**src/rtl/core/smi_pkg.sv**
```systemverilog
// Package for the sorted multiset intersection core: payload structs,
// mode codes and the command and status structs of the sorting chains.
// No dependencies.
`default_nettype none

package smi_pkg;

    localparam int VALUE_W = 32;
    localparam int MODE_W  = 2;

    typedef logic signed [VALUE_W-1:0] t_value;

    localparam logic [MODE_W-1:0] MODE_FIRST  = 2'd0;
    localparam logic [MODE_W-1:0] MODE_SECOND = 2'd1;
    localparam logic [MODE_W-1:0] MODE_FINISH = 2'd2;

    typedef struct packed {
        logic [MODE_W-1:0] mode;
        t_value            value;
    } t_req;

    typedef struct packed {
        t_value common_value;
        logic   last;
        logic   empty_res;
        logic   overflow;
    } t_res;

    typedef struct packed {
        logic   insert;
        logic   pop;
        logic   clear;
        t_value x;
    } t_chain_cmd;

    typedef struct packed {
        t_value head;
        logic   nonempty;
        logic   full;
    } t_chain_stat;

    typedef enum logic [0:0] {
        ST_IDLE,
        ST_MERGE
    } t_state;

endpackage

`default_nettype wire

```
**src/rtl/core/smi_cell.sv**
```systemverilog
// One cell of a sorting chain: holds one element and either keeps it, takes
// the inserted element, or takes a neighbor's element. Depends on smi_pkg.
`default_nettype none

module smi_cell
    import smi_pkg::*;
(
    input  wire         i_clk,
    input  t_chain_cmd  i_cmd,
    input  wire         i_occ,
    input  wire         i_prev_keep,
    input  t_value      i_prev_val,
    input  t_value      i_next_val,
    output t_value      o_val,
    output logic        o_keep
);

    t_value r_val;
    t_value n_val;

    // An occupied cell whose element does not exceed the new one stays put.
    assign o_keep = i_occ && (r_val <= i_cmd.x);
    assign o_val  = r_val;

    always_comb begin
        n_val = r_val;
        if (i_cmd.insert) begin
            if (!o_keep) begin
                n_val = i_prev_keep ? i_cmd.x : i_prev_val;
            end
        end else if (i_cmd.pop) begin
            n_val = i_next_val;
        end
    end

    always_ff @(posedge i_clk) begin
        r_val <= n_val;
    end

endmodule

`default_nettype wire

```
**src/rtl/core/smi_chain.sv**
```systemverilog
// A row of sorting cells that keeps one multiset in ascending order, with
// its fill count. Depends on smi_pkg and smi_cell.
`default_nettype none

module smi_chain
    import smi_pkg::*;
#(
    parameter int DEPTH = 32
) (
    input  wire          i_clk,
    input  wire          i_rst_n,
    input  t_chain_cmd   i_cmd,
    output t_chain_stat  o_stat
);

    localparam int CW = $clog2(DEPTH + 1);

    logic [CW-1:0] r_count;
    logic [CW-1:0] n_count;
    logic          full;
    logic          nonempty;
    t_chain_cmd    cell_cmd;
    t_value        vals  [DEPTH];
    logic          keeps [DEPTH];

    assign full     = (r_count == CW'(DEPTH));
    assign nonempty = (r_count != '0);

    // A full chain ignores an insert; a pop of an empty chain does nothing.
    always_comb begin
        cell_cmd        = i_cmd;
        cell_cmd.insert = i_cmd.insert && !full;
        cell_cmd.pop    = i_cmd.pop && nonempty;
    end

    for (genvar g = 0; g < DEPTH; g++) begin : g_cell
        smi_cell u_cell (
            .i_clk       (i_clk),
            .i_cmd       (cell_cmd),
            .i_occ       (r_count > CW'(g)),
            .i_prev_keep ((g == 0) ? 1'b1 : keeps[(g == 0) ? 0 : g - 1]),
            .i_prev_val  (vals[(g == 0) ? 0 : g - 1]),
            .i_next_val  (vals[(g == DEPTH - 1) ? g : g + 1]),
            .o_val       (vals[g]),
            .o_keep      (keeps[g])
        );
    end

    always_comb begin
        n_count = r_count;
        if (i_cmd.clear) begin
            n_count = '0;
        end else if (cell_cmd.insert) begin
            n_count = r_count + CW'(1);
        end else if (cell_cmd.pop) begin
            n_count = r_count - CW'(1);
        end
    end

    always_ff @(posedge i_clk) begin
        if (!i_rst_n) begin
            r_count <= '0;
        end else begin
            r_count <= n_count;
        end
    end

    assign o_stat.head     = vals[0];
    assign o_stat.nonempty = nonempty;
    assign o_stat.full     = full;

endmodule

`default_nettype wire

```
**config.mk**
```make
export PLATFORM = sky130hd
export DESIGN_NAME = smi_chain
export DESIGN_NICKNAME = d
export VERILOG_FILES = /design/src/rtl/core/smi_pkg.sv /design/src/rtl/core/smi_cell.sv /design/src/rtl/core/smi_chain.sv
export SDC_FILE = /design/constraint.sdc
export NUM_CORES = 2
export LEC_CHECK = 0
export BUFFER_PORTS_ARGS = -buffer_cell sky130_fd_sc_hd__buf_4
export CORE_MARGIN = 4
export CORE_UTILIZATION = 40
export CTS_CLUSTER_DIAMETER = 150
export DETAILED_ROUTE_END_ITERATION = 16
export SYNTH_ARGS = -nofsm -noshare
export SYNTH_HDL_FRONTEND = slang
export SYNTH_SLANG_ARGS = --single-unit
```
**constraint.sdc**
```tcl
create_clock -name i_clk -period 6.95 [get_ports i_clk]
set_input_delay 1.39 -clock i_clk [delete_from_list [all_inputs] [get_ports i_clk]]
set_output_delay 1.39 -clock i_clk [all_outputs]
set_load 0.02 [all_outputs]
```
==> flow_summary.ini <==
[run]
drv_cap = 0

[drt]
drt_first_iter_violations = 7178
wl_per_cell_um = 27.3
dr.pass1.iters = 6
routed_wl_um = 267000
drc = 0
postRouteAntennaNets = 0
avgViaCountPerCell = 6.41
dr_total_vias = 62800

[clock_network]
clockBufferDepth = 3
clkSinkCount = 1030
h-tree-depth = 3
cts_setup_buffers = 0
hold_buffers = 0
cts_buffers = 121
insertion_delay_ps = 760
cts_tree = done
cts_resized = 0
path_clk_slew_ps = 60
root_buffer = clkbuf_16

[grt]
grt_start_max_net_pins = 178
track_usage_pct = 27.2
grt_overflow = 0
antenna_found_initial = 11
grt_pass1_wl_um = 398000
first_global_vias = 60600

[power_and_ir_drop]
power.switching_mw = 6.59
netSwitchingFraction_pct = 33.0
power_leakage_nw = 31.7
combPwrFrac_pct = 23.1
peakVddDrop_mv = 0.220
internal-power_mw = 13.4
p_seq_share_pct = 44.5
clockPowerShare_pct = 32.4
power_density_nw_per_um2 = 249

[worst_setup_path]
endpoint_kind = flop
cp_top_family = simple AND/OR/NAND/NOR gates
cpMaxStageDelayCell = nor4_1
worst_path_most_repeated_cell = buf_4
reg2reg_slack_ps = 2480
cp.arrival_ps = 5600
critical_path_class = primary input to flop
max_stage_delay_ps = 520
crit_chain = buf_4 > clkinv_1 > buf_4 > ha_1 > nand4_1 > nor3_1 > nand4_1 > nor4_1 > a211oi_1 > nand3_1 > nand3_1 > a21oi_4 > buf_4
critPathLaunchType = primary input
required_ps = 7370
path_max_fanout = 14
cp_num_buf_inv = 4

[logic_synthesis]
synth-edff-count = 1024
syn_area_sq_um = 72900
syn_inst = 7430
syn_nets = 8495
yosysUniqueCellTypes = 69
synthArstFlopShare_pct = 0
synth_ff_type = edfxtp_1
yosysSeqAreaShare_pct = 42.3
synth-seq-cells = 1030
yosysWarnings = 0
syn_avg_cell_area_sq_um = 9.81

[floorplanning]
ioPinCount = 71
num_rows = 156
dieArea_sq_um = 189000
die-width_um = 435
die_h_um = 435
initial_core_util_pct = 40.3
core_area_sq_um = 181000

[sta]
postLayoutSetupSlackWorst_ps = 1770
tightestPinTransition_ps = 1340
grt_setup_unrepaired = no
slew_headroom_pct = 10.1
finalSetupTns_ps = 0
clock-skew-final_ps = 36.0
timing.final.hold_violations = 0
final-max-slew-violation-count = 0
fmax_mhz = 193
setup_viol_count_final = 0
final.min_clock_period_ps = 5180
fin_crit_sh_pct = 74.5

[min_path]
worst_hold_path_type = flop to flop

[final_layout]
area_growth_pct = 10.0
mostFrequentLayoutCell = nand2_1
layout-drive-gt1-share_pct = 7.24
layout_common_cells = nand2_1, ha_1, edfxtp_1
instances_no_fill = 9804
post-route-util_pct = 44.3
nets = 8391

[placed_design]
pre_cts_ws_ps = 1050
port_buffers = 70
globalplace.congestion = 0.912
dpl.hpwl_um = 196000
dpl.cell_count = 9573

[run_status]
status = complete, no violations
## synthesized netlist by cell type (8+ instances only)
library cell | n | area (sq um)
buf_4 | 8 | 60.1
o21a_1 | 12 | 90.1
o211ai_1 | 860 | 6460
a21o_1 | 90 | 676
a221oi_1 | 22 | 193
mux2_2 | 32 | 360
nand4_1 | 242 | 1510
a211oi_1 | 61 | 458
or4_1 | 9 | 67.6
ha_1 | 1028 | 12900
nand2b_1 | 12 | 75.1
o21ai_0 | 134 | 671
mux2i_1 | 124 | 1240
edfxtp_1 | 1024 | 30700
a32o_1 | 12 | 120
or4b_1 | 14 | 140
nor2b_1 | 38 | 238
o2bb2ai_1 | 12 | 105
buf_1 | 51 | 191
a2111oi_0 | 28 | 245
clkbuf_1 | 373 | 1400
nor2_1 | 200 | 751
o21ai_1 | 11 | 55.1
nand3_1 | 935 | 4680
a21oi_1 | 506 | 2530
nor3_1 | 42 | 210
inv_1 | 96 | 360
o221ai_1 | 32 | 280
buf_2 | 58 | 290
nand2_1 | 1213 | 4550
nor4_1 | 47 | 294
buf_6 | 9 | 101
## registers in the layout, summed over array words and instances (netlist names)
| register | count |
|---|---|
| r_count | 6 |
| g_cell.u_cell.o_val | 1024 |
## per-layer routing
| metal | track usage, % | vias to the layer above | routed length, um |
|---|---|---|---|
| met5 | 0 | - | 0 |
| met2 | 44.2 | 2765 | 125000 |
| met4 | 15.4 | 0 | 16900 |
| met3 | 3.31 | 618 | 18200 |
| met1 | 35.2 | 30600 | 108000 |
| li1 | - | 28800 | - |
## area by class of cell
type                            count  area (sq um)
Tap cell                         2370          2970
Clock buffer                      158          3250
Clock inverter                     65           634
Multi-Input combinational cell   5805         39900
Fill cell                       17100        101000
Sequential cell                  1030         30900
Timing Repair Buffer              272          2230
Inverter                           96           360
Antenna cell                        8          20.0
## worst register-to-register path: stages, from the launching register on
cell,delay (ps)
dfxtp_1,580
inv_1,250
ha_1,370
o21ai_0,1070
a21oi_1,290
a2111oi_0,720
nor2_4,310
buf_4,330
nand3_1,140
o211ai_1,120
## worst paths after layout
path / startpoint / end / cells past startpoint
setup / recovery: i_cmd[26] / g_cell[31].u_cell.o_val[11] / 13
hold / removal: g_cell[31].u_cell.o_val[1] / g_cell[30].u_cell.o_val[1] / 2
setup reg to reg: r_count[1] / g_cell[18].u_cell.o_val[25] / 9
hold reg to reg: g_cell[31].u_cell.o_val[1] / g_cell[30].u_cell.o_val[1] / 2
## power by group through the flow
stage / Sequential [mW] / Clock [mW] / Combinational, mW
final: 8.88 / 6.47 / 4.61
after global routing: 8.95 / 6.81 / 5.14
after CTS: 8.86 / 6.55 / 4.57
after detailed placement: 8.98 / 0 / 4.55
after global placement: 8.98 / 0 / 4.37
after floorplan: 8.56 / 0 / 3.08
## cell families after synthesis
| group | count (synthesis) | synth area share, % |
|---|---|---|
| and+or+nand+nor | 2787 | 17.5 |
| AOI/OAI and AO/OA | 1829 | 17.0 |
| DFF | 1030 | 42.3 |
| adders and majority gates | 1028 | 17.6 |
| buffers and inverters | 595 | 3.30 |
| muxes | 156 | 2.20 |
| xor gates and xnor gates | 5 | 0.0601 |
## per-stage QoR
step	cell area [sq um]	total power, mW	hold slack (ps)
floorplan	72900	11.6	545
global route	80200	20.9	615
global placement	76300	13.4	563
finish	80200	20.0	596
detailed placement	76300	13.5	579
CTS	80200	20.0	591
Note: power is estimated with default switching activity, not from simulation.
